`src/sv/acs_pkg.sv`:
```
`timescale 1ns / 1ps
// ----------------------------------------------------------------------------
// acs_pkg: shared types and constants of the adaptive candidate selector
// Widths, codes, controller/datapath command and status, config helpers.
// ----------------------------------------------------------------------------
package acs_pkg;

    localparam int MAX_CAND    = 8;
    localparam int NUM_CLASSES = 3;
    localparam int CAND_W      = $clog2(MAX_CAND);
    localparam int CNT_W       = CAND_W + 1;
    localparam int CLS_W       = 2;
    localparam int KIND_W      = 2;
    localparam int COST_W      = 32;
    localparam int ENT_W       = $clog2(MAX_CAND * NUM_CLASSES);
    localparam int GAP_W       = 11;
    localparam int PRIOR_W     = CAND_W + 1;
    localparam int DIV_W       = COST_W + 3;
    localparam int RCP_W       = 40;
    localparam int RCP_HALF    = RCP_W / 2;
    localparam int RCP_SHIFT   = 38;
    localparam int PROD_W      = DIV_W + RCP_HALF;
    localparam int ACC_W       = COST_W + RCP_SHIFT;
    localparam int DIV_STEPS   = 2;
    localparam int DIV_CNT_W   = $clog2(DIV_STEPS + 1);
    localparam int BAR_W       = COST_W + 2;
    localparam int ADDR_W      = 5;
    localparam int DATA_W      = 32;

    localparam logic [COST_W-1:0]  TRIES       = 32'd3;
    localparam logic [GAP_W-1:0]   RETRY_FIRST = 11'd128;
    localparam logic [GAP_W-1:0]   RETRY_LIMIT = 11'd1024;
    localparam logic [14:0]        MARGIN_NUM  = 15'd31785;
    localparam logic [PRIOR_W-1:0] PRIOR_NONE  = '1;

    // reciprocals scaled by 2^38, exact for the average numerators
    localparam logic [RCP_W-1:0] RCP_DIV1 = 40'h40_0000_0000;
    localparam logic [RCP_W-1:0] RCP_DIV2 = 40'h20_0000_0000;
    localparam logic [RCP_W-1:0] RCP_DIV3 = 40'd91625968982;
    localparam logic [RCP_W-1:0] RCP_DIV5 = 40'd54975581389;

    // item kinds
    localparam logic [KIND_W-1:0] KIND_PICK   = 2'd0;
    localparam logic [KIND_W-1:0] KIND_RECORD = 2'd1;
    localparam logic [KIND_W-1:0] KIND_QUERY  = 2'd2;

    // register indexes
    localparam logic [2:0] REG_FORCED    = 3'd0;
    localparam logic [2:0] REG_FIXED     = 3'd1;
    localparam logic [2:0] REG_GPU_ALLOW = 3'd2;
    localparam logic [2:0] REG_COUNT     = 3'd3;
    localparam logic [2:0] REG_DEF_SING  = 3'd4;
    localparam logic [2:0] REG_DEF_SMALL = 3'd5;
    localparam logic [2:0] REG_DEF_BLOCK = 3'd6;
    localparam logic [2:0] REG_GPU_MASK  = 3'd7;

    typedef struct packed {
        logic [3:0]          forced_candidate;
        logic                fixed_mode;
        logic                gpu_allowed;
        logic [3:0]          candidate_count;
        logic [2:0]          default_single;
        logic [2:0]          default_small;
        logic [2:0]          default_block;
        logic [MAX_CAND-1:0] gpu_mask;
    } cfg_t;

    typedef enum logic [4:0] {
        OP_NONE, OP_LOAD, OP_FORCED, OP_RES_DEF, OP_PASS, OP_LEAST, OP_RES_ACC,
        OP_DEF_READ, OP_BEST, OP_RES_BEST, OP_RETRY, OP_OLD, OP_OLD_DONE,
        OP_REC_MARGIN, OP_REC_CHK, OP_DIV, OP_REC_WR, OP_OUT_LOAD
    } op_t;

    typedef enum logic [1:0] {
        RD_SCAN, RD_DEF, RD_RB, RD_CAND
    } rd_sel_t;

    typedef struct packed {
        op_t     op;
        rd_sel_t rd_sel;
    } cmd_t;

    typedef struct packed {
        logic [KIND_W-1:0] kind;
        logic              cls_bad;
        logic              forced_ok;
        logic              eff_fixed;
        logic              p_zero;
        logic              scan_done;
        logic              least_take;
        logic              due;
        logic              rec_skip;
        logic              div_done;
        logic              out_free;
    } status_t;

    // candidates in use, saturated
    function automatic logic [CNT_W-1:0] eff_count(input logic [3:0] cnt);
        logic [CNT_W-1:0] r;
        r = (cnt > 4'(MAX_CAND)) ? CNT_W'(MAX_CAND) : CNT_W'(cnt);
        return r;
    endfunction

    // default candidate of a class
    function automatic logic [CAND_W-1:0] eff_default(input cfg_t c,
                                                      input logic [CLS_W-1:0] cls);
        logic [2:0] d;
        d = 3'd0;
        case (cls)
            2'd0:    d = c.default_single;
            2'd1:    d = c.default_small;
            2'd2:    d = c.default_block;
            default: d = 3'd0;
        endcase
        return ({1'b0, d} < eff_count(c.candidate_count)) ? d : '0;
    endfunction

    // accelerator candidates only for classes above zero
    function automatic logic usable(input cfg_t c, input logic [CLS_W-1:0] cls,
                                    input logic [CAND_W-1:0] i);
        return !c.gpu_mask[i] || (c.gpu_allowed && (cls != '0));
    endfunction

endpackage

```
`src/sv/acs_regs.sv`:
```
`timescale 1ns / 1ps
// ----------------------------------------------------------------------------
// acs_regs: configuration register file
// APB-style write/read of the eight tuning registers.
// ----------------------------------------------------------------------------
module acs_regs import acs_pkg::*; (
    input  logic              clk,
    input  logic              rst_n,
    input  logic              psel,
    input  logic              penable,
    input  logic              pwrite,
    input  logic [ADDR_W-1:0] paddr,
    input  logic [DATA_W-1:0] pwdata,
    output logic [DATA_W-1:0] prdata,
    output logic              pready,
    output cfg_t              cfg
);

    cfg_t       cfg_reg;
    logic [2:0] reg_idx;
    logic       wr_en;

    assign pready  = 1'b1;
    assign reg_idx = paddr[ADDR_W-1:2];
    assign wr_en   = psel && penable && pwrite;
    assign cfg     = cfg_reg;

    // register writes
    always_ff @(posedge clk or negedge rst_n)
    begin
        if (!rst_n)
        begin
            cfg_reg                  <= '0;
            cfg_reg.forced_candidate <= 4'hF;
            cfg_reg.candidate_count  <= 4'd1;
        end
        else if (wr_en)
        begin
            unique case (reg_idx)
                REG_FORCED:    cfg_reg.forced_candidate <= pwdata[3:0];
                REG_FIXED:     cfg_reg.fixed_mode       <= pwdata[0];
                REG_GPU_ALLOW: cfg_reg.gpu_allowed      <= pwdata[0];
                REG_COUNT:     cfg_reg.candidate_count  <= pwdata[3:0];
                REG_DEF_SING:  cfg_reg.default_single   <= pwdata[2:0];
                REG_DEF_SMALL: cfg_reg.default_small    <= pwdata[2:0];
                REG_DEF_BLOCK: cfg_reg.default_block    <= pwdata[2:0];
                REG_GPU_MASK:  cfg_reg.gpu_mask         <= pwdata[MAX_CAND-1:0];
                default:       ;
            endcase
        end
    end

    // read mux
    always_comb
    begin
        prdata = '0;
        unique case (reg_idx)
            REG_FORCED:    prdata = DATA_W'(cfg_reg.forced_candidate);
            REG_FIXED:     prdata = DATA_W'(cfg_reg.fixed_mode);
            REG_GPU_ALLOW: prdata = DATA_W'(cfg_reg.gpu_allowed);
            REG_COUNT:     prdata = DATA_W'(cfg_reg.candidate_count);
            REG_DEF_SING:  prdata = DATA_W'(cfg_reg.default_single);
            REG_DEF_SMALL: prdata = DATA_W'(cfg_reg.default_small);
            REG_DEF_BLOCK: prdata = DATA_W'(cfg_reg.default_block);
            REG_GPU_MASK:  prdata = DATA_W'(cfg_reg.gpu_mask);
            default:       prdata = '0;
        endcase
    end

endmodule

```
`config.mk`:
```
export PLATFORM = sky130hd
export DESIGN_NAME = acs_regs
export DESIGN_NICKNAME = d
export VERILOG_FILES = /design/src/sv/acs_pkg.sv /design/src/sv/acs_regs.sv
export SDC_FILE = /design/constraint.sdc
export NUM_CORES = 1
export LEC_CHECK = 0
export ABC_AREA = 1
export BUFFER_PORTS_ARGS = -buffer_cell sky130_fd_sc_hd__buf_2
export CAP_MARGIN = 20
export CELL_PAD_IN_SITES_DETAIL_PLACEMENT = 0
export CELL_PAD_IN_SITES_GLOBAL_PLACEMENT = 1
export CORE_MARGIN = 3
export CORE_UTILIZATION = 30
export DETAILED_ROUTE_END_ITERATION = 6
export PLACE_DENSITY = 0.93
export SKIP_LAST_GASP = 1
export SLEW_MARGIN = 20
export SYNTH_ARGS = -nofsm -noshare
export SYNTH_HDL_FRONTEND = slang
export SYNTH_SLANG_ARGS = --single-unit
```
`constraint.sdc`:
```
create_clock -name clk -period 1.3 [get_ports clk]
set_input_delay 0.065 -clock clk [delete_from_list [all_inputs] [get_ports clk]]
set_output_delay 0.065 -clock clk [all_outputs]
set_load 0.03 [all_outputs]
```
* Yosys cells after proc, flatten, opt, wreduce, memory -nomap -nowiden
Cells that the tools add are included.
** Operators by class
- $add $sub $neg :: 0
- Multipliers :: 0
- Divide/modulo/power cells :: 0
- Magnitude comparators :: 0
- Equal/unequal tests :: 7
- Shifts and indexed selects :: 0
- Muxes and demuxes :: 1
- Bitwise gates (word level) :: 0
- Reduce and logical (&&, ||, !) cells :: 11
** Operator list (count)
- $pmux 32 s8 :: 1
- $reduce_and 2->1 :: 8
- $eq 3x3->1 const B :: 4
- $eq 3x2->1 const B :: 2
- $eq 3x1->1 const B :: 1
- $logic_not 3->1 :: 1
- $logic_and 1x1->1 :: 2
** Word-level totals
- Flip-flop bits (word level) :: 27
- Latch bits :: 0
- Memory bits (writable) :: 0
- Memory bits (read-only) :: 0
- Bits of input ports :: 42
- Output and inout port bits :: 60
- Word-level logic and storage cells :: 27
- Memories kept :: 0

* Longest topological paths before layout
Gate-level depths: netlist of run 1.
- Depth after elaboration :: 3
- Gate-level depth with buffers :: 7

* Worst setup path after synthesis of run 1
Ideal clock, no wire load.
- Path type :: in2out
- Start :: input port paddr[4]
- End :: output port prdata[4]
- Data arrival time :: 1.111 ns
- Data required time :: 1.235 ns
- Path slack :: 0.124 ns
- Stages on the path :: 5
- Cells stage by stage :: buf_4 inv_1 nor3_4 inv_1 nor2_1
** On the way
- Longest elaborated chain between the ends :: 2
- Elaborated cells between the ends (all ways) :: 9
- Classes of those cells :: eq/ne (7); mux (1); reduce/logical (1)
** RTL lines
- start: declaration :: RTL line acs_regs.sv:12 : input logic [ADDR_W-1:0] paddr,
- $eq 3x3->1 (tied with other cells) :: RTL line acs_regs.sv:57 : unique case (reg_idx)
- $pmux 32 s8 (*) :: RTL line acs_regs.sv:57
- end: declaration :: RTL line acs_regs.sv:14 : output logic [DATA_W-1:0] prdata,
Every way passes the cells marked *; elsewhere a longest branch is shown, timed or not. The select of a mux whose other input is x is not followed.

* Worst setup path in the final report of run 1
- Start :: register cfg_reg, in the netlist cfg[17]
- End :: output port prdata[0]
** On the way
- Longest elaborated chain between the ends :: 1
** RTL lines
- start: declaration :: RTL line acs_regs.sv:19 : cfg_t cfg_reg;
- $pmux 32 s8 :: RTL line acs_regs.sv:57
Every way passes these cells. The select of a mux whose other input is x is not followed.

==> reports/summary.txt, run 1 <==
Failing checks: setup timing
Worst reg2reg setup slack: 0.47 ns
Met3 Use GR: 0.02113
Register clock-pin slew on the reported worst setup and hold paths: 0.09 ns
Synth Register Bits: 27
Total power: 2.802 mW
Slew @ Worst Pin: 0.6249 ns
Total die area: 0.005971 sq mm
Slew Limit Fails: 0
Vias/cell: 4.348
CTS Root Cell: clkbuf_8
Global-route wire length before repair: 6327 um
Grt total ovfl: 0
Total routed wirelength: 3931 um
Final hold vios: 0
GPL Wtd Cong: 0.8328
Mapped Cells: 191
Tmin final: 1.349 ns
Crit path to: prdata[0]
Setup Crit Path Kind: reg -> out
MaxCap Viol Count: 0
DR vias: 1400
Initial core utilization: 0.3164
Worst Path Required: 1.24 ns
Cell depth of the worst setup path: 5
Fin crit share: 1.037
Sequential area share after synthesis: 0.4475
Main combinational cell family by area after synthesis: simple AND/OR/NAND/NOR gates
Post-place setup slack: 0.09062 ns
R2R Path Start: cfg[17]$_DFFE_PN1P_
1st-pass router iterations: 4
Status: complete, but fails checks
# DRC: 0
Slowest stage delay, CP: 0.54 ns
Ys Warns: 0
Mapped Area: 0.001524 sq mm
CTS Buf Count: 3
Clock Sinks: 27
Arr. time, crit path: 1.28 ns
Worst R2R End: cfg[17]$_DFFE_PN1P_
Crit-path cells: nand4_1 -> nand2_1 -> nor2_1 -> nand3_1 -> buf_6
Synth Area in XOR/XNOR: 0
N_diodes: 0
Power Density: 1458 mW/mm^2
LEAKAGE: 1.037 nW
Count of different cell masters after synthesis: 21
Die H: 77.28 um
Fmax: 741.4 MHz
Delay-heaviest family, CP: flip-flops
Final setup violation count: 1
Final worst slack: -0.04873 ns
Critical path fanouts, max: 2
Wire per inst: 12.21 um
Max FFs per register: 27
Share of layout cells above drive strength 1: 0.3294
Met2 Resource Use GR: 0.2185
Worst Min Path Start: pwdata[0]
Max rail drop VDD: 0.0007388 V
H-tree depth: 1
CTS tree: done
Worst Setup SP: cfg[17]$_DFFE_PN1P_
Final ANT Viol Nets: 0
CP endpoint kind: primary output
Initial antenna violation count: 0
Fin Hold WS: 0.007400 ns
Vias in the first global route: 1323
Synth Area in Compound Gates: 0.08539
Avg Cell Area, Syn: 7.979 sq um
Simple-gate share of the synthesized area: 0.2833
Max clock buf depth: 2
Iter 0 DRT Violations: 64
Final net count: 298
Adder-cell area share of the yosys netlist: 0
Area delta synth->final: 26.11%
Clock Latency Late Sink: 0.27 ns
Mux cell area share after synthesis: 0
Most used routing layer: met2
GRT Util Overall: 0.1322
CP Launch Type: register
Setup_tns: -0.04873 ns
Slowest CP cell: dfstp_2
Crit path buf inv count: 1
Hpwl dp: 3006 um
Die width: 77.28 um
Rel. slew slack: 0.5834
Hold crit path type: in -> reg
I/O Buffers: 50
Final setup skew: 0 ns
Met1 Use GR: 0.1785
Boundary pin count: 102
Largest net degree at the start of global routing: 28
Std cell rows: 25
R2R cell count: 3
RSZ-0062 raised after global routing: true
Area of the core: 0.004817 sq mm
[Yosys cell counts, drive strengths merged]
cell type / number / area share
a21oi: 8 / 0.026
buf: 29 / 0.14
clkbuf: 1 / 0.0025
clkinv: 1 / 0.0025
conb: 2 / 0.0049
dfrtp: 22 / 0.36
dfstp: 5 / 0.086
inv: 13 / 0.032
nand2: 44 / 0.11
nand3: 14 / 0.046
nand4: 11 / 0.045
nor2: 21 / 0.052
nor3: 5 / 0.030
o21ai: 15 / 0.059
[how the worst min path moves through the flow]
stage                               end  slack, ns  cells after the start
floorplan            cfg[0]$_DFFE_PN0P_      -0.23                      0
global placement    cfg[22]$_DFFE_PN0P_       0.10                      1
detailed placement  cfg[22]$_DFFE_PN0P_       0.11                      1
CTS                  cfg[6]$_DFFE_PN0P_      0.003                      3
global route         cfg[5]$_DFFE_PN0P_       0.03                      3
finish               cfg[8]$_DFFE_PN0P_      0.007                      3
[worst register-to-register path, delay by kind of cell, from the launching register on]
family / cells / cell delay, ns
compound gates: 1 / 0.07
buf+inv: 1 / 0.10
flops: 1 / 0.54
simple gates: 1 / 0.04
[layout by cell type (no fill, tap or decap)]
cell type	synthesis	routed
a21oi_1	8	8
buf_2	2	46
buf_4	26	17
buf_6	1	3
clkbuf_8	0	3
clkinv_1	1	1
clkinv_2	0	1
conb_1	2	25
dfrtp_1	22	22
dfstp_2	5	5
dlygate4sd3_1	0	1
inv_1	12	12
inv_2	1	1
nand2_1	43	43
nand2_2	1	1
nand3_1	14	14
nand4_1	11	11
nor2_1	21	21
nor3_1	2	2
nor3_2	2	2
nor3_4	1	1
o21ai_0	11	11
o21ai_2	4	4
[where the power goes]
part | total (mW) | switching (mW) | leakage, nW | internal [mW]
logic | 1.17 | 0.811 | 0.683 | 0.355
clock network | 0.487 | 0.272 | 0.0255 | 0.215
registers | 1.15 | 0.119 | 0.328 | 1.03
[repair_timing]
item	CTS	global route
endpoints found under the setup margin	3	4
hold buffers	1	0
gates resized for setup	3	6
setup buffers	2	5
endpoints found under the hold margin	22	0
pin swaps	3	5
[routing by layer]
metal | share of wire | vias up
met5 | 0 | -
met4 | 0.011 | 0
met3 | 0.061 | 5
met2 | 0.47 | 52
met1 | 0.46 | 642
li1 | - | 701
[logic make-up (layout without fill, tap and decap cells)]
family,count (synthesis),after routing
and+or+nand+nor,95,95
buffers and inverters,44,85
DFF,27,27
other,2,25
AOI/OAI and AO/OA,23,23
[per-stage QoR]
step | instances | util | cell area (sq um)
floorplan | 214 | - | 1610
global placement | 310 | 0.3719 | 1792
detailed placement | 310 | 0.3719 | 1792
CTS | 317 | 0.3886 | 1872
global route | 322 | 0.3990 | 1922
finish | 322 | 0.3990 | 1922
[layout make-up]
cell class | instances | area (sq um)
Inverter | 14 | 52.55
Sequential cell | 27 | 681.9
Clock inverter | 1 | 5.005
Fill cell | 530 | 2895
Clock buffer | 3 | 41.29
Tap cell | 67 | 83.83
Timing Repair Buffer | 67 | 401.6
Multi-Input combinational cell | 143 | 655.6
Power figures use the tool's default switching activity.
==> inputs of run 2 (changes only) <==
--- a/config.mk
+++ b/config.mk
@@ -11,11 +11,10 @@
 export CELL_PAD_IN_SITES_DETAIL_PLACEMENT = 0
 export CELL_PAD_IN_SITES_GLOBAL_PLACEMENT = 1
 export CORE_MARGIN = 3
-export CORE_UTILIZATION = 30
+export CORE_UTILIZATION = 28
 export DETAILED_ROUTE_END_ITERATION = 6
-export PLACE_DENSITY = 0.93
+export PLACE_DENSITY = 0.89
 export SKIP_LAST_GASP = 1
-export SLEW_MARGIN = 20
 export SYNTH_ARGS = -nofsm -noshare
 export SYNTH_HDL_FRONTEND = slang
 export SYNTH_SLANG_ARGS = --single-unit
==> constraint.sdc (replaced) <==
create_clock -name clk -period 1.5 [get_ports clk]
set_input_delay 0.075 -clock clk [delete_from_list [all_inputs] [get_ports clk]]
set_output_delay 0.075 -clock clk [all_outputs]
set_load 0.03 [all_outputs]
==> reports/summary.txt, run 2 (synthesis gave the netlist of run 1 again) <==
Hpwl dp: 2903 um (-3.4%)
Clock Latency Late Sink: 0.27 ns (about the same)
Hold crit path type: in -> reg
Tmin final: 1.435 ns
Slew @ Worst Pin: 0.6175 ns (-0.007379 ns)
Clock share of power: 0.185 (+0.011)
RSZ-0062 raised after global routing: false
Max clock buf depth: 2 (unchanged)
Power Density: 1288 mW/mm^2 (-12%)
Initial core utilization: 0.2946 (-0.02173)
NetSw: 1.021 mW (-15%)
Total die area: 0.006364 sq mm (+6.6%)
CTS Root Cell: clkbuf_8
Max rail drop VDD: 0.0006045 V (-18%)
Register clock-pin slew on the reported worst setup and hold paths: 0.09 ns (about the same)
N_diodes: 0 (unchanged)
Largest net degree at the start of global routing: 28 (unchanged)
Max FFs per register: 27 (unchanged)
CP endpoint kind: primary output
Fmax: 696.7 MHz
Worst Path Required: 1.42 ns (+0.18 ns)
Slowest stage delay, CP: 0.57 ns (+0.03 ns)
Vias in the first global route: 1183 (-11%)
Std cell rows: 26 (+4.0%)
DR vias: 1325 (-5.4%)
Vias/cell: 4.233 (-2.6%)
Boundary pin count: 102 (unchanged)
Final setup skew: 0 ns (unchanged)
MaxCap Viol Count: 0 (unchanged)
Global-route wire length before repair: 5947 um (-6.0%)
Total routed wirelength: 3731 um (-5.1%)
Arr. time, crit path: 1.36 ns (+0.08 ns)
Status: complete, no violations
Die H: 79.78 um (+3.2%)
GRT Util Overall: 0.1195 (-0.01277)
Iter 0 DRT Violations: 109 (+70%)
Initial antenna violation count: 0 (unchanged)
Delay-heaviest family, CP: flip-flops
Final hold vios: 0 (unchanged)
Crit path buf inv count: 1 (unchanged)
Area delta synth->final: 19.29%
Grt total ovfl: 0 (unchanged)
1st-pass router iterations: 4 (unchanged)
Critical path fanouts, max: 3 (+1)
Final ANT Viol Nets: 0 (unchanged)
Fin crit share: 0.9568
CP Launch Type: register
Share of layout cells above drive strength 1: 0.2963 (-0.03312)
LEAKAGE: 0.9740 nW (-6.1%)
GPL Wtd Cong: 0.8119 (-2.5%)
Internal Power: 1.321 mW (-17%)
Crit-path cells: nand4_1 -> nand2_1 -> nor2_1 -> nand3_1 -> buf_2
H-tree depth: 1 (unchanged)
Reg power frac: 0.431 (+0.021)
Clock Sinks: 27 (unchanged)
CTS tree: done
Final net count: 286 (-4.0%)
Area of the core: 0.005172 sq mm (+7.4%)
Setup_tns: 0 ns (+0.04873 ns)
Wire per inst: 11.92 um (-2.4%)
Slowest CP cell: dfstp_2
# DRC: 0 (unchanged)
I/O Buffers: 50 (unchanged)
Setup Crit Path Kind: reg -> out
Die width: 79.78 um (+3.2%)
Commonest non-fill, non-tap cell in the layout: buf_2
Final setup violation count: 0 (-1)
Rel. slew slack: 0.5883 (+0.004919)
Comb pwr share: 0.384 (-0.032)
Total power: 2.342 mW (-16%)
Slew Limit Fails: 0 (unchanged)
Post-CTS setup buffer count: 0 (-2)
Switching Share: 0.4358 (+0.006989)
Resize count post-CTS: 0 (-3)
CTS Buf Count: 3 (unchanged)
Most frequent cells in the layout: 50 x buf_2, 43 x nand2_1, 25 x conb_1
-- run 2: per-stage QoR --
stage               hold slack (ns)  instance area (sq um)  utilization  cells  worst slack (ns)
floorplan                   -0.2206                   1610            -    214            0.3040
global placement             0.1182                   1758       0.3399    308            0.1820
detailed placement           0.1255                   1758       0.3399    308            0.1715
CTS                        0.008932                   1818       0.3515    313           0.04448
global route                0.03884                   1818       0.3515    313          0.005355
finish                      0.01293                   1818       0.3515    313           0.06476
-- run 2: power by group through the flow --
stage	Sequential (mW)	Clock, mW	Combinational [mW]
after floorplan	1.31	0	0.389
after global placement	1.02	0	0.896
after detailed placement	1.02	0	0.909
after CTS	1.01	0.457	0.913
after global routing	1.03	0.489	0.975
final	1.01	0.433	0.899
-- run 2: worst min-delay path: cells and delay by family --
kind            cells  cell delay (ns)
buf+inv             1             0.08
simple gates        1             0.04
compound gates      1             0.05
-- run 2: final timing paths --
path                       cells after the start           startpoint             endpoint  slack, ns
max                                            5  cfg[17]$_DFFE_PN1P_            prdata[0]       0.06
min                                            3            pwdata[0]   cfg[8]$_DFFE_PN0P_       0.01
max reg2reg                                    2  cfg[23]$_DFFE_PN1P_  cfg[23]$_DFFE_PN1P_       0.73
max in group asynchronous                      2                rst_n  cfg[20]$_DFFE_PN0P_       0.75
min in group asynchronous                      2                rst_n  cfg[22]$_DFFE_PN0P_       0.35
min reg2reg                                    2   cfg[7]$_DFFE_PN0P_   cfg[7]$_DFFE_PN0P_       0.50
-- run 2: area by class of cell --
| type | count | area [sq um] |
|---|---|---|
| Tap cell | 70 | 87.58 |
| Clock inverter | 1 | 8.758 |
| Fill cell | 577 | 3354 |
| Sequential cell | 27 | 681.9 |
| Inverter | 14 | 52.55 |
| Timing Repair Buffer | 55 | 290.3 |
| Multi-Input combinational cell | 143 | 655.6 |
| Clock buffer | 3 | 41.29 |
-- run 2: per-layer routing --
layer,share of wire,up-vias,global-route usage
met2,0.47,54,0.1937
met1,0.45,594,0.1664
met4,0,0,0.01014
met5,0,-,0
met3,0.084,0,0.03160
li1,-,677,-
-- run 2: what timing repair did --
item / CTS / global route
hold endpoints to repair: 22 / 0
hold buffers: 1 / 0
endpoints found under the setup margin: 0 / 0
