### src/sv/acs_pkg.sv
`timescale 1ns / 1ps
// ----------------------------------------------------------------------------
// acs_pkg: shared types and constants of the adaptive candidate selector
// Widths, codes, controller/datapath command and status, config helpers.
// ----------------------------------------------------------------------------
package acs_pkg;

    localparam int MAX_CAND    = 8;
    localparam int NUM_CLASSES = 3;
    localparam int CAND_W      = $clog2(MAX_CAND);
    localparam int CNT_W       = CAND_W + 1;
    localparam int CLS_W       = 2;
    localparam int KIND_W      = 2;
    localparam int COST_W      = 32;
    localparam int ENT_W       = $clog2(MAX_CAND * NUM_CLASSES);
    localparam int GAP_W       = 11;
    localparam int PRIOR_W     = CAND_W + 1;
    localparam int DIV_W       = COST_W + 3;
    localparam int RCP_W       = 40;
    localparam int RCP_HALF    = RCP_W / 2;
    localparam int RCP_SHIFT   = 38;
    localparam int PROD_W      = DIV_W + RCP_HALF;
    localparam int ACC_W       = COST_W + RCP_SHIFT;
    localparam int DIV_STEPS   = 2;
    localparam int DIV_CNT_W   = $clog2(DIV_STEPS + 1);
    localparam int BAR_W       = COST_W + 2;
    localparam int ADDR_W      = 5;
    localparam int DATA_W      = 32;

    localparam logic [COST_W-1:0]  TRIES       = 32'd3;
    localparam logic [GAP_W-1:0]   RETRY_FIRST = 11'd128;
    localparam logic [GAP_W-1:0]   RETRY_LIMIT = 11'd1024;
    localparam logic [14:0]        MARGIN_NUM  = 15'd31785;
    localparam logic [PRIOR_W-1:0] PRIOR_NONE  = '1;

    // reciprocals scaled by 2^38, exact for the average numerators
    localparam logic [RCP_W-1:0] RCP_DIV1 = 40'h40_0000_0000;
    localparam logic [RCP_W-1:0] RCP_DIV2 = 40'h20_0000_0000;
    localparam logic [RCP_W-1:0] RCP_DIV3 = 40'd91625968982;
    localparam logic [RCP_W-1:0] RCP_DIV5 = 40'd54975581389;

    // item kinds
    localparam logic [KIND_W-1:0] KIND_PICK   = 2'd0;
    localparam logic [KIND_W-1:0] KIND_RECORD = 2'd1;
    localparam logic [KIND_W-1:0] KIND_QUERY  = 2'd2;

    // register indexes
    localparam logic [2:0] REG_FORCED    = 3'd0;
    localparam logic [2:0] REG_FIXED     = 3'd1;
    localparam logic [2:0] REG_GPU_ALLOW = 3'd2;
    localparam logic [2:0] REG_COUNT     = 3'd3;
    localparam logic [2:0] REG_DEF_SING  = 3'd4;
    localparam logic [2:0] REG_DEF_SMALL = 3'd5;
    localparam logic [2:0] REG_DEF_BLOCK = 3'd6;
    localparam logic [2:0] REG_GPU_MASK  = 3'd7;

    typedef struct packed {
        logic [3:0]          forced_candidate;
        logic                fixed_mode;
        logic                gpu_allowed;
        logic [3:0]          candidate_count;
        logic [2:0]          default_single;
        logic [2:0]          default_small;
        logic [2:0]          default_block;
        logic [MAX_CAND-1:0] gpu_mask;
    } cfg_t;

    typedef enum logic [4:0] {
        OP_NONE, OP_LOAD, OP_FORCED, OP_RES_DEF, OP_PASS, OP_LEAST, OP_RES_ACC,
        OP_DEF_READ, OP_BEST, OP_RES_BEST, OP_RETRY, OP_OLD, OP_OLD_DONE,
        OP_REC_MARGIN, OP_REC_CHK, OP_DIV, OP_REC_WR, OP_OUT_LOAD
    } op_t;

    typedef enum logic [1:0] {
        RD_SCAN, RD_DEF, RD_RB, RD_CAND
    } rd_sel_t;

    typedef struct packed {
        op_t     op;
        rd_sel_t rd_sel;
    } cmd_t;

    typedef struct packed {
        logic [KIND_W-1:0] kind;
        logic              cls_bad;
        logic              forced_ok;
        logic              eff_fixed;
        logic              p_zero;
        logic              scan_done;
        logic              least_take;
        logic              due;
        logic              rec_skip;
        logic              div_done;
        logic              out_free;
    } status_t;

    // candidates in use, saturated
    function automatic logic [CNT_W-1:0] eff_count(input logic [3:0] cnt);
        logic [CNT_W-1:0] r;
        r = (cnt > 4'(MAX_CAND)) ? CNT_W'(MAX_CAND) : CNT_W'(cnt);
        return r;
    endfunction

    // default candidate of a class
    function automatic logic [CAND_W-1:0] eff_default(input cfg_t c,
                                                      input logic [CLS_W-1:0] cls);
        logic [2:0] d;
        d = 3'd0;
        case (cls)
            2'd0:    d = c.default_single;
            2'd1:    d = c.default_small;
            2'd2:    d = c.default_block;
            default: d = 3'd0;
        endcase
        return ({1'b0, d} < eff_count(c.candidate_count)) ? d : '0;
    endfunction

    // accelerator candidates only for classes above zero
    function automatic logic usable(input cfg_t c, input logic [CLS_W-1:0] cls,
                                    input logic [CAND_W-1:0] i);
        return !c.gpu_mask[i] || (c.gpu_allowed && (cls != '0));
    endfunction

endpackage

### src/sv/acs_ctrl.sv
`timescale 1ns / 1ps
// ----------------------------------------------------------------------------
// acs_ctrl: selector sequencer
// Walks one item through the pick, record or query steps.
// ----------------------------------------------------------------------------
module acs_ctrl import acs_pkg::*; (
    input  logic    clk,
    input  logic    rst_n,
    input  logic    in_valid,
    output logic    in_ready,
    input  status_t status,
    output cmd_t    cmd
);

    typedef enum logic [10:0] {
        S_IDLE     = 11'b000_0000_0001,
        S_DISPATCH = 11'b000_0000_0010,
        S_PICK_P   = 11'b000_0000_0100,
        S_LEAST    = 11'b000_0000_1000,
        S_BEST     = 11'b000_0001_0000,
        S_DUE      = 11'b000_0010_0000,
        S_OLD      = 11'b000_0100_0000,
        S_REC_RB   = 11'b000_1000_0000,
        S_REC_CHK  = 11'b001_0000_0000,
        S_DIV      = 11'b010_0000_0000,
        S_OUT      = 11'b100_0000_0000
    } state_t;

    state_t state_reg;
    state_t state_next;

    assign in_ready = state_reg == S_IDLE;

    always_ff @(posedge clk or negedge rst_n)
    begin
        if (!rst_n)
            state_reg <= S_IDLE;
        else
            state_reg <= state_next;
    end

    // next state and datapath command
    always_comb
    begin
        state_next = state_reg;
        cmd.op     = OP_NONE;
        cmd.rd_sel = RD_SCAN;
        unique case (state_reg)
            S_IDLE:
                if (in_valid)
                begin
                    cmd.op     = OP_LOAD;
                    state_next = S_DISPATCH;
                end
            S_DISPATCH:
                if (status.cls_bad)
                    state_next = S_IDLE;
                else if (status.kind == KIND_PICK)
                begin
                    if (status.forced_ok)
                    begin
                        cmd.op     = OP_FORCED;
                        state_next = S_OUT;
                    end
                    else if (status.eff_fixed)
                    begin
                        cmd.op     = OP_RES_DEF;
                        state_next = S_OUT;
                    end
                    else
                    begin
                        cmd.op     = OP_PASS;
                        state_next = S_PICK_P;
                    end
                end
                else if (status.kind == KIND_RECORD)
                    state_next = status.rec_skip ? S_IDLE : S_REC_RB;
                else if (status.kind == KIND_QUERY)
                begin
                    cmd.op     = OP_DEF_READ;
                    cmd.rd_sel = RD_DEF;
                    state_next = S_BEST;
                end
                else
                    state_next = S_IDLE;
            S_PICK_P:
                if (status.p_zero)
                begin
                    cmd.op     = OP_RES_DEF;
                    state_next = S_OUT;
                end
                else
                    state_next = S_LEAST;
            S_LEAST:
                if (!status.scan_done)
                    cmd.op = OP_LEAST;
                else if (status.least_take)
                begin
                    cmd.op     = OP_RES_ACC;
                    state_next = S_OUT;
                end
                else
                begin
                    cmd.op     = OP_DEF_READ;
                    cmd.rd_sel = RD_DEF;
                    state_next = S_BEST;
                end
            S_BEST:
                if (!status.scan_done)
                    cmd.op = OP_BEST;
                else if (status.kind == KIND_QUERY)
                begin
                    cmd.op     = OP_RES_BEST;
                    state_next = S_OUT;
                end
                else
                begin
                    cmd.op     = OP_RETRY;
                    state_next = S_DUE;
                end
            S_DUE:
                if (status.due)
                    state_next = S_OLD;
                else
                begin
                    cmd.op     = OP_RES_BEST;
                    state_next = S_OUT;
                end
            S_OLD:
                if (!status.scan_done)
                    cmd.op = OP_OLD;
                else
                begin
                    cmd.op     = OP_OLD_DONE;
                    state_next = S_OUT;
                end
            S_REC_RB:
            begin
                cmd.op     = OP_REC_MARGIN;
                cmd.rd_sel = RD_RB;
                state_next = S_REC_CHK;
            end
            S_REC_CHK:
            begin
                cmd.op     = OP_REC_CHK;
                cmd.rd_sel = RD_CAND;
                state_next = S_DIV;
            end
            S_DIV:
                if (!status.div_done)
                    cmd.op = OP_DIV;
                else
                begin
                    cmd.op     = OP_REC_WR;
                    cmd.rd_sel = RD_CAND;
                    state_next = S_IDLE;
                end
            S_OUT:
                if (status.out_free)
                begin
                    cmd.op     = OP_OUT_LOAD;
                    state_next = S_IDLE;
                end
            default:
                state_next = S_IDLE;
        endcase
    end

endmodule

### config.mk
export PLATFORM = sky130hd
export DESIGN_NAME = acs_ctrl
export DESIGN_NICKNAME = d
export VERILOG_FILES = /design/src/sv/acs_pkg.sv /design/src/sv/acs_ctrl.sv
export SDC_FILE = /design/constraint.sdc
export NUM_CORES = 1
export LEC_CHECK = 0
export CORE_UTILIZATION = 50
export CTS_BUF_LIST = sky130_fd_sc_hd__clkbuf_4
export CTS_CLUSTER_DIAMETER = 200
export DETAILED_ROUTE_END_ITERATION = 16
export DONT_BUFFER_PORTS = 1
export MAX_ROUTING_LAYER = met4
export PLACE_DENSITY = 0.7
export SKIP_LAST_GASP = 1
export SYNTH_ARGS = -nofsm -noshare
export SYNTH_HDL_FRONTEND = slang
export SYNTH_SLANG_ARGS = --single-unit
export TNS_END_PERCENT = 1
### constraint.sdc
create_clock -name clk -period 2.3 [get_ports clk]
set_clock_uncertainty 0.2 [all_clocks]
set_input_delay 0.23 -clock clk [delete_from_list [all_inputs] [get_ports clk]]
set_output_delay 0.23 -clock clk [all_outputs]
set_load 0.005 [all_outputs]
# ---- After elaboration in Yosys (flattened, before gate mapping)
# Cells that the tools add are included.
dict set report totals {
  inputBits 15
  register_bits 11
}
dict set report op_classes {
  eq_ne 19
  n_reduce_logical 2
  muxes 40
}
# cell n
set ops {}
lappend ops {{11-bit two-way mux} 15}
lappend ops {{11-bit case mux with 11 select lines} 1}
lappend ops {{5-bit case mux with 11 select lines} 1}
lappend ops {{5-bit two-way mux} 5}
lappend ops {{2-bit two-way mux} 6}
lappend ops {{3-bit two-way mux} 4}
lappend ops {{2-bit != test (second input constant)} 6}
lappend ops {{11-bit by 1-bit == test with 1-bit output (second input constant)} 1}
lappend ops {{11-bit by 10-bit == test with 1-bit output (second input constant)} 1}
lappend ops {{11-bit == test (second input constant)} 1}
lappend ops {{11-bit by 2-bit == test with 1-bit output (second input constant)} 1}
lappend ops {{11-bit by 3-bit == test with 1-bit output (second input constant)} 1}
lappend ops {{11-bit by 4-bit == test with 1-bit output (second input constant)} 1}
lappend ops {{11-bit by 5-bit == test with 1-bit output (second input constant)} 1}
lappend ops {{11-bit by 6-bit == test with 1-bit output (second input constant)} 1}
lappend ops {{11-bit by 7-bit == test with 1-bit output (second input constant)} 1}
lappend ops {{11-bit by 8-bit == test with 1-bit output (second input constant)} 1}
lappend ops {{11-bit by 9-bit == test with 1-bit output (second input constant)} 1}
lappend ops {{2-bit case mux with 5 select lines} 1}
lappend ops {{8-bit two-way mux} 1}
lappend ops {{7-bit two-way mux} 1}
lappend ops {{6-bit AND reduction} 1}
lappend ops {{1-bit two-way mux} 4}
lappend ops {{4-bit two-way mux} 1}
lappend ops {{3 further kinds} 3}

# ---- Depth between registers and ports, before layout
# Gate-level depths: netlist of run 1.
dict set report depth {
  word_depth 6
  mapped_depth 6
}

# ---- Worst setup path after synthesis of run 1
# No wires, ideal clock.
dict set report synth_path {
  path_type {reg2out}
  from {register state_reg[0]}
  to {output cmd[2] (netlist name)}
  stages_incl_launch_ff 7
  slack_ns 0.226
  t_required_ns 1.870
  t_arrival_ns 1.644
  path_cell_list {dfstp_2 > buf_6 > inv_1 > or4_1 > nor2_1 > a2111oi_0 > o2111ai_1}
}
# item line
set synth_rtl {}
lappend synth_rtl {{start: declaration} acs_ctrl.sv:29} ;# state_t state_reg;
lappend synth_rtl {{start signal: assignment} acs_ctrl.sv:39} ;# state_reg <= state_next;
lappend synth_rtl {{end: declaration} acs_ctrl.sv:12} ;# output cmd_t cmd

==> flow_summary.toml, run 1 <==
[pwr]
seqPwrFrac_pct = 27.1
leakagePower_nw = 0.6166
clockPowerShare_pct = 16.1
p_sw_uw = 383.7
share_comb_of_total_power_pct = 56.8
ir_drop_v = 0.0004546
p_int_uw = 552.3
power_density_mw_per_mm2 = 638.9
p_sw_share_pct = 40.99

[placement]
pre_cts_ws_ns = 0.1520
routabilityCongestion = 0.9998
dp_hpwl_um = 2239
portBuffers = 0

[global_route]
overflow = 0
grt_pass1_vias = 1106
groute.layer.met2.usage_pct = 42.89
met1_usage_pct = 36.40
grt_pass1_wl_um = 5140
grtUsageMet3_pct = 4.012
top_usage_layer = "met2"
grtUsageTotal_pct = 27.88
antenna_found_initial = 0
grt_max_degree = 12

[run_status]
violations = "setup timing"
status = "complete, but fails checks"

[cts]
clk_pin_slew_ns = 0.07
cts_tree = "yes"
clockRootBuffer = "clkbuf_4"
clock-sinks = 11
clock_path_buffers = 2
cts_inserted_buffers = 3
htreeDepth = 1
insertion_delay_ns = 0.28

[routing]
wire_per_inst_um = 17.26
totalWireLength_um = 3365
drc = 0
vias_per_cell = 6.477
ant_nets = 0
vias = 1263
drt_iter0_drc = 59
drtPass1Iterations = 4

[floorplanning]
start_util_pct = 52.60
die-area_mm2 = 0.002501
ios = 23
core-area_mm2 = 0.002191
row_count = 17
die_h_um = 50.01
die_w_um = 50.01

[worst_setup_path]
slowest_stage = "dfrtp_2"
worstRegToRegCells = 9
slowest_delay_ns = 0.48
cp-end-kind = "primary output"
rrSetupSlack_ns = 0.04
crit_fanout = 7
cp_common_cell = "buf_4"
worstReg2RegEnd = "state_reg[10]"
cp.buffers_inverters = 2
worstSetupPathType = "reg2out"
path_delay_family = "flip-flops"
cp.arrival_ns = 1.93
crit_path_cell_trace = "nor4_4 > buf_4 > buf_4 > nand4_1 > o22ai_1 > a2111oi_2 > o2111ai_1"
start_kind = "flop"
r2r_start = "state_reg[7]"
required_ns = 1.87

[timing]
fmax_mhz = 424.0
worst_slack_ns = -0.05852
tns_ns = -0.1648
rsz0062_at_grt = "yes"
final_hold_viol_count = 0
hold_ws_ns = 0.03005
drv_slew = 0
finalCritPeriodShare_pct = 102.5
slew_headroom_pct = 62.07
min_period_ns = 2.359
setup_viol = 4
worst_slew_pin_slew_ns = 0.5670

[final_layout]
mostFrequentLayoutCell = "buf_4"
nFillCells = 188
post-route-util_pct = 66.88
nNetsFinal = 183
drive_above_1_share_pct = 35.93
synthToLayoutAreaGrowth_pct = 27.14
final_cell_mix = "buf_4 (22), nand2_1 (12), nor2_1 (11), dlygate4sd3_1 (11), inv_1 (9)"
diodes = 0
largest_reg_flops = 11

[logic_synthesis]
synth-seq-cells = 11
syn_inst = 140
synth_top_area_cell = "dfrtp_1"
ys_seq_area_share_pct = 24.00
syn_nets = 155
netlist_area_mm2 = 0.001152
synth_cell_types = 47
synth_area_leaders = "dfrtp_1 (22%), clkbuf_8 (4.8%), nor2_1 (4.2%)"
syn_avg_cell_area_um2 = 8.231
yosysWarnings = 0
yosysTopAreaCellShare_pct = 21.72

[hold_path]
hold_path_class = "in2reg"
hold_depth = 3
holdCritStartpoint = "status[6]"
worstHoldEndpoint = "state_reg[3]"

[job]
drv_cap = 0
==> worst reg2reg max path, delay by kind of cell (launching register included) <==
kind / cells / cell delay, ns
buf+inv: 4 / 0.60
flops: 1 / 0.48
simple gates: 2 / 0.45
compound gates: 3 / 0.44
==> final cells by class <==
cell class | instances | area [um^2] | share of cell area (%)
multi-input cells | 110 | 809.5 | 55.25
well taps | 28 | 35.03 | 2.391
clock buffers | 4 | 30.03 | 2.050
repair buffers | 33 | 275.3 | 18.79
flip-flops and latches | 11 | 281.5 | 19.21
inverters | 9 | 33.78 | 2.306
==> cells in the mapped netlist, drive strengths merged <==
| library cell | number |
|---|---|
| buf | 4 |
| nand2b | 4 |
| nand3 | 7 |
| a22oi | 1 |
| nor4 | 6 |
| a21oi | 5 |
| o22ai | 4 |
| o311ai | 1 |
| nand3b | 3 |
| xor2 | 1 |
| or4 | 2 |
| nor4b | 4 |
| nand2 | 14 |
| or3 | 3 |
| o41ai | 1 |
| a2111oi | 1 |
| a211oi | 5 |
| nor3 | 8 |
| o32ai | 1 |
| nor2b | 4 |
| o21bai | 2 |
| clkbuf | 6 |
| o31a | 1 |
| inv | 9 |
| o21ai | 5 |
| nor3b | 2 |
| dfrtp | 10 |
| or3b | 1 |
| nor2 | 13 |
| nand4 | 4 |
| a31oi | 2 |
| and2 | 1 |
| dfstp | 1 |
| a211o | 2 |
| o31ai | 1 |
| o2111ai | 1 |
==> cells by family (layout without fill, tap and decap cells) <==
family | count (synthesis) | in the layout | synth area share (%)
AND/OR/NAND/NOR | 76 | 76 | 41.58
AO/OA/AOI/OAI | 33 | 33 | 21.50
buffers and inverters | 19 | 46 | 12.16
flip-flops | 11 | 11 | 24.00
XOR/XNOR | 1 | 1 | 0.7602
==> layer usage <==
metal / vias to the layer above / routed length [um]
li1: 579 / -
met1: 610 / 1458
met2: 64 / 1643
met3: 10 / 182
met4: 0 / 80
met5: - / 0
==> repair_timing <==
item | 4_1_cts | 5_1_grt
endpoints found under the setup margin | 6 | 10
endpoints found under the hold margin | 20 | 0
gates cloned | 0 | 0
hold buffers | 11 | 0
pin swaps | 6 | 3
setup buffers | 7 | 7
resized for setup | 4 | 15
==> power groups by stage <==
stage / registers [mW] / logic [mW] / clock network (mW)
global placement: 0.264 / 0.354 / 0
global route: 0.256 / 0.566 / 0.162
CTS: 0.251 / 0.458 / 0.155
finish: 0.254 / 0.532 / 0.151
detailed placement: 0.265 / 0.353 / 0
floorplan: 0.228 / 0.353 / 0
==> worst max-delay path by stage <==
stage	start	endpoint	slack [ns]	cells past startpoint
global route	state_reg[7]	cmd[3]	-0.13	8
detailed placement	state_reg[1]	cmd[2]	0.15	5
global placement	state_reg[1]	cmd[4]	0.16	5
CTS	state_reg[1]	cmd[2]	-0.07	5
finish	state_reg[7]	cmd[2]	-0.06	7
floorplan	state_reg[0]	cmd[2]	0.23	6
==> metrics by stage <==
stage	total power [mW]	instance area, um^2	cells
2_1_floorplan	0.5806	1152	140
3_3_place_gp	0.6179	1141	166
3_5_place_dp	0.6177	1141	166
4_1_cts	0.8639	1353	188
5_1_grt	0.9847	1465	195
6_report	0.9361	1465	195
Power figures use the tool's default switching activity.
==> run 2: changes to the inputs <==
PLACE_DENSITY = 0.69   (was 0.7)
==> flow_summary.toml, run 2 (synthesis gave the netlist of run 1 again) <==
[cts]
clk_pin_slew_ns = 0.09
cts_inserted_buffers = 3
clockRootBuffer = "clkbuf_4"
insertion_delay_ns = 0.30
cts_tree = "yes"
htreeDepth = 1
clock-sinks = 11
clock_path_buffers = 2

[routing]
drc = 0
vias = 1266
drtPass1Iterations = 6
wire_per_inst_um = 18.63
vias_per_cell = 6.560
totalWireLength_um = 3596
ant_nets = 0
drt_iter0_drc = 63

[global_route]
antenna_found_initial = 0
overflow = 0
grt_pass1_wl_um = 5223
grt_max_degree = 12
grtUsageTotal_pct = 28.91
grt_pass1_vias = 1155

[floorplanning]
die_w_um = 50.01
start_util_pct = 52.60
core-area_mm2 = 0.002191
die_h_um = 50.01
row_count = 17
die-area_mm2 = 0.002501
ios = 23

[worst_setup_path]
r2r_start = "state_reg[5]"
cp-end-kind = "primary output"
rrSetupSlack_ns = 0.12
cp.arrival_ns = 1.89
crit_start = "state_reg[0]"
worstRegToRegCells = 8
start_kind = "flop"
worstSetupPathType = "reg2out"
crit_fanout = 5
worstReg2RegEnd = "state_reg[10]"
required_ns = 1.87
crit_end = "cmd[2]"

[pwr]
total_power_uw = 984.2
ir_drop_v = 0.0003281
leakagePower_nw = 0.6034
power_density_mw_per_mm2 = 665.5

[timing]
finalCritPeriodShare_pct = 100.7
drv_slew = 0
fmax_mhz = 431.7
worst_slew_pin_slew_ns = 0.5488
final_hold_viol_count = 0
tns_ns = -0.01649
min_period_ns = 2.316
rsz0062_at_grt = "yes"
slew_headroom_pct = 63.29
worst_slack_ns = -0.01649
setup_viol = 1

[final_layout]
mostFrequentLayoutCell = "buf_4"
largest_reg_flops = 11
synthToLayoutAreaGrowth_pct = 28.34
drive_above_1_share_pct = 38.18
final_cell_mix = "buf_4 (21), nor2_1 (11), nand2_1 (11)"
final_area_mm2 = 0.001479
nNetsFinal = 181
instances_no_fill = 193
diodes = 0
nFillCells = 173

[placement]
dp_hpwl_um = 2269
dp.cells = 165
routabilityCongestion = 0.9056
portBuffers = 0
pre_cts_ws_ns = 0.09991
detailed_place.area_mm2 = 0.001134

[hold_path]
holdCritStartpoint = "status[1]"
hold_path_class = "in2reg"

[run_status]
violations = "setup timing"
status = "complete, but fails checks"

[job]
drv_cap = 0
==> run 2: cell count changes in the layout (fill, tap and decap cells not counted), moves of 2 or more <==
| cell | previous run | this run |
|---|---|---|
| nor2_4 | 0 | 2 |
| dfrtp_2 | 4 | 8 |
| dfrtp_1 | 6 | 2 |
| nor2_2 | 2 | 0 |
==> run 2: power breakdown <==
part,switching [mW],internal [mW]
logic,0.293,0.267
clock network,0.0903,0.0796
registers,0.0351,0.220
total,0.418,0.566
==> run 2: repair_timing <==
item                                    in CTS  in global routing
endpoints found under the setup margin       6                  8
hold endpoints to repair                    19                  0
pin swaps                                    2                  5
hold buffers                                10                  0
buffers inserted                             5                  9
resized for setup                            8                 19
==> run 2: critical path: stages, from the launching register on <==
cell	delay, ns
dfstp_2	0.60
inv_1	0.08
or4_4	0.57
nor2_4	0.12
a2111oi_2	0.08
o2111ai_1	0.12
==> run 2: final cells by class <==
cell class                      instances  area [um^2]  area share (%)
Multi-Input combinational cell        110        835.8           56.51
Sequential cell                        11        286.5           19.37
Timing Repair Buffer                   31        257.7           17.43
Tap cell                               28        35.03           2.369
Inverter                                9        33.78           2.284
Clock buffer                            4        30.03           2.030
==> run 2: per-stage QoR <==
| stage | hold WS [ns] | util, % |
|---|---|---|
| 3_3_place_gp | -0.2653 | 51.74 |
| 5_1_grt | 0.003145 | 67.50 |
| 4_1_cts | 0.007654 | 60.88 |
| 2_1_floorplan | -0.2656 | - |
| 3_5_place_dp | -0.2652 | 51.74 |
| 6_report | 0.007152 | 67.50 |
==> run 2: worst min-delay path by stage <==
stage                     cells past startpoint            end  slack [ns]
final                                         2   state_reg[9]       0.007
after global placement                        0  state_reg[10]       -0.27
after global routing                          2   state_reg[9]       0.003
after floorplan                               0  state_reg[10]       -0.27
after detailed placement                      0  state_reg[10]       -0.27
after CTS                                     2   state_reg[9]       0.008
==> run 2: metal layers <==
metal,GRT usage [%],up-vias,share of wire (%)
met4,17.62,0,4.8
met2,44.44,75,50
met1,34.84,594,38
li1,-,575,-
met3,4.938,22,7.8
met5,-,-,0
==> run 3: changes to the inputs <==
PLACE_DENSITY = not set   (was 0.69)
PLACE_DENSITY_LB_ADDON = 0.2   (was not set)
REMOVE_ABC_BUFFERS = 1   (was not set)
==> flow_summary.toml, run 3 (synthesis gave the netlist of run 1 again) <==
[run_status]
status = "complete, but fails checks"
violations = "setup timing"

[global_route]
grt_pass1_wl_um = 5119
grt_pass1_vias = 1116
grtUsageTotal_pct = 28.79
grt_max_degree = 12
antenna_found_initial = 0
overflow = 0

[final_layout]
largest_reg_flops = 11
diodes = 0
synthToLayoutAreaGrowth_pct = 29.32
nNetsFinal = 180
mostFrequentLayoutCell = "buf_4"
instances_no_fill = 192
regArea_um2 = 284.0
nFillCells = 169
multi_input_area_um2 = 850.8
drive_above_1_share_pct = 37.20
final_cell_mix = "buf_4 (18), nor2_1 (12), nand2_1 (11), dlygate4sd3_1 (11), inv_1 (9)"

[timing]
tns_ns = -0.07662
setup_viol = 3
drv_slew = 0
finalCritPeriodShare_pct = 101.5
slew_headroom_pct = 62.08
rsz0062_at_grt = "yes"
min_period_ns = 2.335
worst_slew_pin_slew_ns = 0.5669
worst_slack_ns = -0.03507
hold_ws_ns = 0.01332
final_hold_viol_count = 0
fmax_mhz = 428.3

[worst_setup_path]
r2r_start = "state_reg[2]"
worstReg2RegEnd = "state_reg[10]"
cp-end-kind = "primary output"
rrSetupSlack_ns = 0.10
cp.arrival_ns = 1.91
worstSetupPathType = "reg2out"
crit_fanout = 5
start_kind = "flop"
worstRegToRegCells = 8
required_ns = 1.87

[routing]
drt_iter0_drc = 65
vias_per_cell = 6.427
ant_nets = 0
drc = 0
totalWireLength_um = 3444
wire_per_inst_um = 17.94
drtPass1Iterations = 4
vias = 1234

[cts]
cts_tree = "yes"
clk_pin_slew_ns = 0.08
clock_path_buffers = 2
htreeDepth = 1
insertion_delay_ns = 0.29
cts_inserted_buffers = 3
clock-sinks = 11
clockRootBuffer = "clkbuf_4"

[hold_path]
holdCritStartpoint = "status[6]"
hold_path_class = "in2reg"
worstHoldEndpoint = "state_reg[3]"
hold_depth = 3

[floorplanning]
die-area_mm2 = 0.002501
row_count = 17
die_h_um = 50.01
core-area_mm2 = 0.002191
ios = 23
start_util_pct = 52.60
die_w_um = 50.01

[job]
drv_cap = 0

[placement]
pre_cts_ws_ns = 0.1152
dp_hpwl_um = 2164
portBuffers = 0
dp.cells = 165
routabilityCongestion = 0.9365

[pwr]
ir_drop_v = 0.0004612
leakagePower_nw = 0.5973
power_density_mw_per_mm2 = 645.6
total_power_uw = 962.1
-- run 3: cell count changes in the layout (fill, tap and decap cells not counted), sizes merged --
| cell | delta |
|---|---|
| buf | -2 |
| dlygate4sd3 | +1 |
-- run 3: worst max path at each step --
stage          slack [ns]      to  cells past startpoint    startpoint
2_1_floorplan        0.24  cmd[2]                      5  state_reg[0]
3_3_place_gp         0.17  cmd[2]                      5  state_reg[1]
3_5_place_dp         0.12  cmd[2]                      5  state_reg[1]
4_1_cts             -0.06  cmd[3]                      6  state_reg[1]
5_1_grt             -0.06  cmd[2]                      6  state_reg[0]
6_report            -0.04  cmd[4]                      6  state_reg[0]
-- run 3: area by class of cell --
class	instances	share of cell area [%]
inverter	9	2.267
tap	28	2.351
timing repair buffer	30	17.21
clock buffer	4	2.015
multi-input combinational	110	57.09
sequential	11	19.06
-- run 3: routing by layer --
layer / routed length (um) / GRT usage (%) / vias to the layer above
li1: - / - / 571
met4: 191 / 16.19 / 0
met1: 1307 / 37.57 / 552
met2: 1634 / 42.44 / 91
met3: 311 / 3.704 / 20
met5: 0 / - / -
-- run 3: critical path, stage by stage, from the launching register on --
cell and delay (ns):
dfstp_2 0.42, buf_4 0.16, nor4b_2 0.32, nand4_1 0.22
buf_4 0.20, nand2b_1 0.17, nand4_1 0.13
-- run 3: timing repair --
item	in CTS	in global routing
buffers inserted	7	5
pin swaps	3	7
setup endpoints to repair	6	9
hold buffers	11	0
resized for setup	3	27
hold endpoints to repair	20	0
-- run 3: metrics by stage --
| step | area (um^2) | util [%] |
|---|---|---|
| final | 1490 | 68.02 |
| after floorplan | 1046 | - |
| after global placement | 1134 | 51.74 |
| after CTS | 1333 | 60.82 |
| after global routing | 1490 | 68.02 |
| after detailed placement | 1134 | 51.74 |
-- run 3: power breakdown --
group / leakage, nW / switching, mW / internal (mW) / total (mW)
logic: 0.439 / 0.297 / 0.255 / 0.551
registers: 0.140 / 0.0340 / 0.220 / 0.254
clock network: 0.0184 / 0.0774 / 0.0793 / 0.157
total: 0.597 / 0.408 / 0.554 / 0.962
